$ cat config.mk
export PLATFORM = sky130hd
export DESIGN_NAME = sha256_hash_engine_core
export DESIGN_NICKNAME = d
export VERILOG_FILES = /design/src/hdl/sha_eng_pkg.sv /design/src/hdl/sha256_hash_engine_core.sv /design/src/hdl/sha_eng_round.sv
export SDC_FILE = /design/constraint.sdc
export NUM_CORES = 2
export LEC_CHECK = 0
export BUFFER_PORTS_ARGS = -buffer_cell sky130_fd_sc_hd__buf_2
export CAP_MARGIN = 40
export CORE_MARGIN = 5
export CORE_UTILIZATION = 55
export CTS_CLUSTER_DIAMETER = 40
export DETAILED_ROUTE_END_ITERATION = 10
export MAX_ROUTING_LAYER = met4
export PLACE_DENSITY = 0.76
export SLEW_MARGIN = 40
export SYNTH_ARGS = -nofsm -noshare
export SYNTH_HDL_FRONTEND = slang
export SYNTH_SLANG_ARGS = --single-unit
$ cat constraint.sdc
create_clock -name clk -period 18.11 [get_ports clk]
set_input_delay 1.811 -clock clk [delete_from_list [all_inputs] [get_ports clk]]
set_output_delay 1.811 -clock clk [all_outputs]
set_load 0.1 [all_outputs]
$ cat src/hdl/sha_eng_pkg.sv
// Shared types, initial hash value and round constant table of the SHA-256 engine.
`timescale 1ns / 1ps

package sha_eng_pkg;

	typedef logic [31:0] word_t;
	typedef word_t [0:7] vars_t;

	localparam int unsigned BLK_BITS = 512;
	localparam logic [5:0]  RND_LAST = 6'd63;
	localparam logic [5:0]  POS_LAST = 6'd63;
	localparam logic [5:0]  POS_LEN  = 6'd56;
	localparam logic [2:0]  IDX_LAST = 3'd7;
	localparam logic [7:0]  PAD_BYTE = 8'h80;

	localparam vars_t HASH_IV = '{
		32'h6a09e667, 32'hbb67ae85, 32'h3c6ef372, 32'ha54ff53a,
		32'h510e527f, 32'h9b05688c, 32'h1f83d9ab, 32'h5be0cd19
	};

	function automatic word_t round_k(input logic [5:0] t);
		word_t k;
		case (t)
			6'd0:  k = 32'h428a2f98;  6'd1:  k = 32'h71374491;
			6'd2:  k = 32'hb5c0fbcf;  6'd3:  k = 32'he9b5dba5;
			6'd4:  k = 32'h3956c25b;  6'd5:  k = 32'h59f111f1;
			6'd6:  k = 32'h923f82a4;  6'd7:  k = 32'hab1c5ed5;
			6'd8:  k = 32'hd807aa98;  6'd9:  k = 32'h12835b01;
			6'd10: k = 32'h243185be;  6'd11: k = 32'h550c7dc3;
			6'd12: k = 32'h72be5d74;  6'd13: k = 32'h80deb1fe;
			6'd14: k = 32'h9bdc06a7;  6'd15: k = 32'hc19bf174;
			6'd16: k = 32'he49b69c1;  6'd17: k = 32'hefbe4786;
			6'd18: k = 32'h0fc19dc6;  6'd19: k = 32'h240ca1cc;
			6'd20: k = 32'h2de92c6f;  6'd21: k = 32'h4a7484aa;
			6'd22: k = 32'h5cb0a9dc;  6'd23: k = 32'h76f988da;
			6'd24: k = 32'h983e5152;  6'd25: k = 32'ha831c66d;
			6'd26: k = 32'hb00327c8;  6'd27: k = 32'hbf597fc7;
			6'd28: k = 32'hc6e00bf3;  6'd29: k = 32'hd5a79147;
			6'd30: k = 32'h06ca6351;  6'd31: k = 32'h14292967;
			6'd32: k = 32'h27b70a85;  6'd33: k = 32'h2e1b2138;
			6'd34: k = 32'h4d2c6dfc;  6'd35: k = 32'h53380d13;
			6'd36: k = 32'h650a7354;  6'd37: k = 32'h766a0abb;
			6'd38: k = 32'h81c2c92e;  6'd39: k = 32'h92722c85;
			6'd40: k = 32'ha2bfe8a1;  6'd41: k = 32'ha81a664b;
			6'd42: k = 32'hc24b8b70;  6'd43: k = 32'hc76c51a3;
			6'd44: k = 32'hd192e819;  6'd45: k = 32'hd6990624;
			6'd46: k = 32'hf40e3585;  6'd47: k = 32'h106aa070;
			6'd48: k = 32'h19a4c116;  6'd49: k = 32'h1e376c08;
			6'd50: k = 32'h2748774c;  6'd51: k = 32'h34b0bcb5;
			6'd52: k = 32'h391c0cb3;  6'd53: k = 32'h4ed8aa4a;
			6'd54: k = 32'h5b9cca4f;  6'd55: k = 32'h682e6ff3;
			6'd56: k = 32'h748f82ee;  6'd57: k = 32'h78a5636f;
			6'd58: k = 32'h84c87814;  6'd59: k = 32'h8cc70208;
			6'd60: k = 32'h90befffa;  6'd61: k = 32'ha4506ceb;
			6'd62: k = 32'hbef9a3f7;  6'd63: k = 32'hc67178f2;
			default: k = 32'h0;
		endcase
		return k;
	endfunction

endpackage

$ cat src/hdl/sha256_hash_engine_core.sv
// Top level of the SHA-256 engine: byte packing, padding sequencer, round loop, digest out.
// Each message byte is taken in IDLE; the byte that fills a block starts 64 rounds, then the fold.
// End transaction: 9 to 72 padding bytes plus one or two compressions,
// then 8 digest transactions at one per cycle when m_tready stays high.
// s_tready is low outside IDLE, so no bytes enter while the single shared round unit runs.
// Reset: arst_n clears the sequencer, the counters and loads the initial hash at once.
`timescale 1ns / 1ps

module sha256_hash_engine_core (
	input  logic        clk,
	input  logic        arst_n,
	input  logic        s_tvalid,
	output logic        s_tready,
	input  logic [7:0]  s_tdata,   // [7:0] data_byte
	input  logic        s_tuser,   // [0] byte_present
	input  logic        s_tlast,   // end_of_message
	output logic        m_tvalid,
	input  logic        m_tready,
	output logic [39:0] m_tdata,   // [31:0] digest_word, [34:32] word_index, [39:35] zero
	output logic        m_tlast    // last_word
);
	import sha_eng_pkg::*;

	// sequencer states
	localparam logic [2:0] ST_IDLE  = 3'd0;
	localparam logic [2:0] ST_PAD   = 3'd1;
	localparam logic [2:0] ST_ROUND = 3'd2;
	localparam logic [2:0] ST_FINAL = 3'd3;
	localparam logic [2:0] ST_OUT   = 3'd4;

	// padding phases: before the 0x80 byte, zero fill, length bytes
	localparam logic [1:0] PH_MSG  = 2'd0;
	localparam logic [1:0] PH_ZERO = 2'd1;
	localparam logic [1:0] PH_LEN  = 2'd2;

	logic [2:0]           state_q;
	logic [1:0]           phase_q;
	logic                 pad_q;       // end transaction taken, digest pending
	logic [5:0]           pos_q;       // byte position inside the block
	logic [5:0]           round_q;
	logic [2:0]           out_idx_q;
	logic [63:0]          bit_count_q;
	vars_t                hash_q;
	vars_t                v_q;
	logic [BLK_BITS-1:0]  win_q;       // block bytes, then the 16-word schedule window

	logic       s_acc;
	logic       byte_shift;
	logic [7:0] byte_val;
	logic [7:0] pad_val;
	logic       len_shift;
	logic       blk_full;
	vars_t      v_next;
	word_t      w_new;

	// Handshake and byte path control
	assign s_tready = (state_q == ST_IDLE);
	assign s_acc    = s_tvalid && s_tready;

	always_comb begin
		case (phase_q)
			PH_MSG:  pad_val = PAD_BYTE;
			PH_ZERO: pad_val = (pos_q == POS_LEN) ? bit_count_q[63:56] : 8'h00;
			PH_LEN:  pad_val = bit_count_q[63:56];
			default: pad_val = 8'h00;
		endcase
	end

	// The length goes out MSB first by shifting the count; it is zero afterward.
	assign len_shift  = (state_q == ST_PAD) &&
		((phase_q == PH_LEN) || ((phase_q == PH_ZERO) && (pos_q == POS_LEN)));
	assign byte_shift = (s_acc && s_tuser) || (state_q == ST_PAD);
	assign byte_val   = (state_q == ST_PAD) ? pad_val : s_tdata;
	assign blk_full   = byte_shift && (pos_q == POS_LAST);

	// Shared round unit: the window always presents W[t] at word 0.
	sha_eng_round u_round (
		.v      (v_q),
		.w0     (win_q[511:480]),
		.w1     (win_q[479:448]),
		.w9     (win_q[223:192]),
		.w14    (win_q[63:32]),
		.k      (round_k(round_q)),
		.v_next (v_next),
		.w_new  (w_new)
	);

	// Datapath registers: bytes shift in from the low end, rounds shift words out the top.
	always_ff @(posedge clk) begin
		if (byte_shift) begin
			win_q <= {win_q[BLK_BITS-9:0], byte_val};
		end else if (state_q == ST_ROUND) begin
			win_q <= {win_q[BLK_BITS-33:0], w_new};
		end
	end

	always_ff @(posedge clk) begin
		if (blk_full) begin
			v_q <= hash_q;
		end else if (state_q == ST_ROUND) begin
			v_q <= v_next;
		end
	end

	// Sequencer, counters and chaining value
	always_ff @(posedge clk or negedge arst_n) begin
		if (!arst_n) begin
			state_q     <= ST_IDLE;
			phase_q     <= PH_MSG;
			pad_q       <= 1'b0;
			pos_q       <= 6'd0;
			round_q     <= 6'd0;
			out_idx_q   <= 3'd0;
			bit_count_q <= 64'd0;
			hash_q      <= HASH_IV;
		end else begin
			case (state_q)
				ST_IDLE: begin
					if (s_acc) begin
						if (s_tuser) begin
							pos_q       <= pos_q + 6'd1;
							bit_count_q <= bit_count_q + 64'd8;
						end
						if (s_tlast) begin
							pad_q <= 1'b1;
						end
						if (blk_full) begin
							round_q <= 6'd0;
							state_q <= ST_ROUND;
						end else if (s_tlast) begin
							state_q <= ST_PAD;
						end
					end
				end
				ST_PAD: begin
					pos_q <= pos_q + 6'd1;
					if (len_shift) begin
						bit_count_q <= {bit_count_q[55:0], 8'h00};
					end
					if (phase_q == PH_MSG) begin
						phase_q <= PH_ZERO;
					end else if (len_shift) begin
						phase_q <= PH_LEN;
					end
					if (blk_full) begin
						round_q <= 6'd0;
						state_q <= ST_ROUND;
					end
				end
				ST_ROUND: begin
					round_q <= round_q + 6'd1;
					if (round_q == RND_LAST) begin
						state_q <= ST_FINAL;
					end
				end
				ST_FINAL: begin
					for (int i = 0; i < 8; i++) begin
						hash_q[i] <= hash_q[i] + v_q[i];
					end
					if (!pad_q) begin
						state_q <= ST_IDLE;
					end else if (phase_q == PH_LEN) begin
						out_idx_q <= 3'd0;
						state_q   <= ST_OUT;
					end else begin
						state_q <= ST_PAD;
					end
				end
				ST_OUT: begin
					if (m_tready) begin
						out_idx_q <= out_idx_q + 3'd1;
						if (out_idx_q == IDX_LAST) begin
							hash_q  <= HASH_IV;
							phase_q <= PH_MSG;
							pad_q   <= 1'b0;
							state_q <= ST_IDLE;
						end
					end
				end
				default: begin
					state_q <= ST_IDLE;
				end
			endcase
		end
	end

	// Digest output: words straight from the chaining registers
	assign m_tvalid = (state_q == ST_OUT);
	assign m_tdata  = {5'b00000, out_idx_q, hash_q[out_idx_q]};
	assign m_tlast  = (out_idx_q == IDX_LAST);

	// Checks
	a_one_side: assert property (@(posedge clk) disable iff (!arst_n)
		!(s_tready && m_tvalid))
		else $error("input and output sides active together");

	a_round_end: assert property (@(posedge clk) disable iff (!arst_n)
		(state_q == ST_ROUND && round_q == RND_LAST) |=> (state_q == ST_FINAL))
		else $error("round loop did not end after the last round");

	a_digest_clean: assert property (@(posedge clk) disable iff (!arst_n)
		$rose(m_tvalid) |-> (pos_q == 6'd0 && bit_count_q == 64'd0 && out_idx_q == 3'd0))
		else $error("digest started with padding unfinished");

	a_back_idle: assert property (@(posedge clk) disable iff (!arst_n)
		(m_tvalid && m_tready && m_tlast) |=> (s_tready && hash_q == HASH_IV))
		else $error("engine not restarted after last digest word");

endmodule

$ cat src/hdl/sha_eng_round.sv
// One SHA-256 compression round plus the next message schedule word.
`timescale 1ns / 1ps

module sha_eng_round (
	input  sha_eng_pkg::vars_t v,
	input  sha_eng_pkg::word_t w0,
	input  sha_eng_pkg::word_t w1,
	input  sha_eng_pkg::word_t w9,
	input  sha_eng_pkg::word_t w14,
	input  sha_eng_pkg::word_t k,
	output sha_eng_pkg::vars_t v_next,
	output sha_eng_pkg::word_t w_new
);
	import sha_eng_pkg::*;

	function automatic word_t big_s0(input word_t x);
		return {x[1:0], x[31:2]} ^ {x[12:0], x[31:13]} ^ {x[21:0], x[31:22]};
	endfunction

	function automatic word_t big_s1(input word_t x);
		return {x[5:0], x[31:6]} ^ {x[10:0], x[31:11]} ^ {x[24:0], x[31:25]};
	endfunction

	function automatic word_t small_s0(input word_t x);
		return {x[6:0], x[31:7]} ^ {x[17:0], x[31:18]} ^ {3'b000, x[31:3]};
	endfunction

	function automatic word_t small_s1(input word_t x);
		return {x[16:0], x[31:17]} ^ {x[18:0], x[31:19]} ^ {10'b0, x[31:10]};
	endfunction

	word_t t1;
	word_t t2;
	word_t ch;
	word_t maj;

	always_comb begin
		ch  = (v[4] & v[5]) ^ (~v[4] & v[6]);
		maj = (v[0] & v[1]) ^ (v[0] & v[2]) ^ (v[1] & v[2]);
		t1  = v[7] + big_s1(v[4]) + ch + k + w0;
		t2  = big_s0(v[0]) + maj;
		v_next = '{t1 + t2, v[0], v[1], v[2], v[3] + t1, v[4], v[5], v[6]};
		w_new  = small_s1(w14) + w9 + small_s0(w1) + w0;
	end

endmodule
==> summary.md <==
| Metric | Value |
|---|---|
| Status | finished, final reports clean |
| Synth warn | 0 |
| WL per Instance | 23.30 µm |
| Antenna Nets Post-Route | 0 |
| Hold WC Path Type | reg2reg |
| Inserted Clock Buffers | ~180 |
| Type of origin of the critical path | register |
| Storage cell area | 31710 µm² |
| R2R depth | 32 |
| Clk sinks | between 1000 and 1500 |
| Crit path from | round_q[1]$_DFFE_PN0P_ |
| WP data arrival | 10.12 ns |
| Pre-CTS WS | 8.805 ns |
| Detailed placement HPWL | 171300 µm |
| Critical-path top delay cell | dfrtp_1 |
| Fraction of registers with async set/reset | approximately 31% |
| Seq/Total Area, Yosys | between 40% and 50% |
| Worst Hold End | pos_q[5]$_DFFE_PN0P_ |
| Synth Register Bits | ~1100 |
| CP max stage delay | between 0.8 and 0.9 ns |
| Pre-antenna DRT Iters | 9 |
| Critical path class | reg2reg |
| Tmin final | about 9.6 ns |
| Final #Nets | around 8900 |
| Total track usage | between 30% and 40% |
| Achievable frequency | between 0.1 and 0.15 GHz |
| Die width | roughly 380 µm |
| Port bufs | about 50 |
| Critical hold path startpoint | pos_q[5]$_DFFE_PN0P_ |
| Share of the synthesized area in the top cell type | just over 30% |
| Ys flop type | edfxtp_1 |
| Fin worst setup slack | 8.518 ns |
| Clock tree root driver cell | clkbuf_16 |
| Setup Viol. Count Final | 0 |
| Synth Cell Area | between 70000 and 80000 µm² |
| Maximum fanout along the worst path | 20 |
| Post-Syn Instances | 8466 |
| First-pass GRT wire length | between 300000 and 400000 µm |
| Fin. max-slew vios | 0 |
| Via count | approximately 64000 |
| Multi-input gate area | slightly above 40000 µm² |
| Post-Route WL | 238800 µm |
| Cell row count | about 140 |
| Setup crit end kind | register |
| Met3 wire length | 26380 µm |
| Die area | 146300 µm² |
| H-tree depth | 4 |
| Worst slew margin | roughly a third |
| Layout Skew | 0.06761 ns |
| CP required | roughly 19 ns |
| Grt ovf | 0 |
| Post-synth top cells | nand2_1 (2346), edfxtp_1 (768), a21oi_1 (562), o21ai_0 (509), clkbuf_1 (440) |
| Post-layout util | 61.45% |
| IO Pins | 57 |
| Proportion of layout cells with a drive suffix above 1 | 9.358% |
| DRC violations left | 0 |
| Vias in the first global route | around 60000 |
| DR vias/cell | 6.196 |
| Die Y | ~380 µm |
| Critical R2R Capture | v_q[255]$_DFFE_PP_ |
| Most common cell in the netlist | nand2_1 |
| Final Cycle Share | 52.96% |
| Count of flip-flops with a built-in enable after synthesis | roughly 770 |
| Initial core utilization | a little under three fifths |
| Hold path depth | 1 |
| Mapped Avg Cell Area | about 9.0 µm² |
| RSZ-0062 raised after global routing | no |
| Final hold vios | 0 |
| Largest net degree at the start of global routing | roughly 140 |
| Worst Tran Pin Value | about 1.0 ns |
| Fillers | roughly 11000 |
| MaxCap Viol Count | 0 |
| Latest clock arrival within the worst-skew pair | 0.84 ns |
| Dominant cells by area after synthesis | edfxtp_1 (30%), nand2_1 (12%), dfrtp_1 (6.6%), ha_1 (6.6%), fa_1 (5.2%) |
| Wl on met1 | around 99000 µm |
| Worst reg2reg path startpoint | round_q[1]$_DFFE_PN0P_ |
| Number of gates resized after cts | 0 |
| Hold-fix buffers, CTS | 0 |
| Initial DRC count | around 7300 |
| Core area | ~140000 µm² |
| Longest Clk Path Bufs | 3 |
| R2R Setup Slk | between 8 and 9 ns |
| Setup TNS | 0 ns |
| Initial antenna violation count | 4 |
| Final GP Congestion | slightly above 1 |
| CTS tree | yes |
| Count of cell types in the netlist | 100 |
| Yosys top cell by area | edfxtp_1 |
| CTS clk-pin slew, worst paths | 0.06 ns |
| Met2 WL | slightly above 100000 µm |
| Layout area overhead | 10.84% |
| Highest Signal Layer | met4 |
| Post-CTS setup repair buffer count | 0 |
routing by layer:
| layer | GRT usage, % | up-vias |
|---|---|---|
| met1 | 45.03 | 30882 |
| met2 | 47.56 | 3245 |
| met5 | - | - |
| met4 | 11.87 | 0 |
| met3 | 8.166 | 535 |
| li1 | - | 28841 |
how the worst max path moves through the flow:
| stage | endpoint | depth (start not counted) | slack, ns |
|---|---|---|---|
| after global placement | v_q[253]$_DFFE_PP_ | 33 | 8.78 |
| after detailed placement | v_q[255]$_DFFE_PP_ | 32 | 8.81 |
| final | v_q[255]$_DFFE_PP_ | 32 | 8.52 |
| after floorplan | win_q[0]$_DFFE_PP_ | 6 | 3.28 |
| after global routing | v_q[255]$_DFFE_PP_ | 34 | 7.94 |
| after CTS | v_q[255]$_DFFE_PP_ | 32 | 8.67 |
layout by cell type, fill, tap and decap left out, types with 196 or more instances in the layout:
cell,count
a21oi_1,556
dfrtp_1,196
edfxtp_1,768
fa_1,197
ha_1,400
inv_1,410
nand2_1,2342
nor2_1,409
o21ai_0,505
xnor2_1,353
xor2_1,223
cell type report:
type,instances,share of cell area (%)
timing repair buffer,127,1.240
inverter,413,1.841
multi-input combinational,6463,48.92
clock inverter,132,2.174
antenna,2,0.005916
tap,1794,2.654
clock buffer,212,5.689
sequential,1106,37.48
worst max-delay path, delay by kind of cell, from the launching register on:
family | cells | cell delay, ns
compound gates | 12 | 2.46
xor+xnor | 2 | 0.47
fa+ha+maj | 5 | 2.36
buf+inv | 4 | 0.56
flops | 1 | 0.85
mux | 1 | 0.53
simple gates | 8 | 2.05
kinds of logic (layout without fill, tap and decap cells):
group                    after synthesis  count (layout)  synth area share, %
XOR/XNOR                             577             577                6.640
AO/OA/AOI/OAI                       1766            1766                14.22
flip-flops                          1106            1106                41.52
adder cells (fa/ha/maj)              600             600                11.76
buffers and inverters                901             884                4.458
other                                  1               7             0.004914
multiplexers                         150             150                3.218
AND/OR/NAND/NOR                     3365            3365                18.17
metrics by stage:
step	hold WS [ns]	std cells	cell area [µm²]
after floorplan	0.4452	8470	76330
after global placement	0.4638	9896	77640
after detailed placement	0.4741	9899	77800
after CTS	0.4878	10243	84460
after global routing	0.5098	10249	84590
final	0.4867	10249	84590
state kept, by name, summed over array words and instances, names as in the netlist:
| name | cells |
|---|---|
| pad_q | 1 |
| bit_count_q | 61 |
| win_q | 512 |
| round_q | 6 |
| out_idx_q | 3 |
| hash_q | 256 |
| phase_q | 2 |
| v_q | 256 |
| pos_q | 6 |
| state_q | 3 |
Power is left out: the tool's default activity adds up to more than one toggle a clock period on the data nets, which glitch-free logic cannot reach.
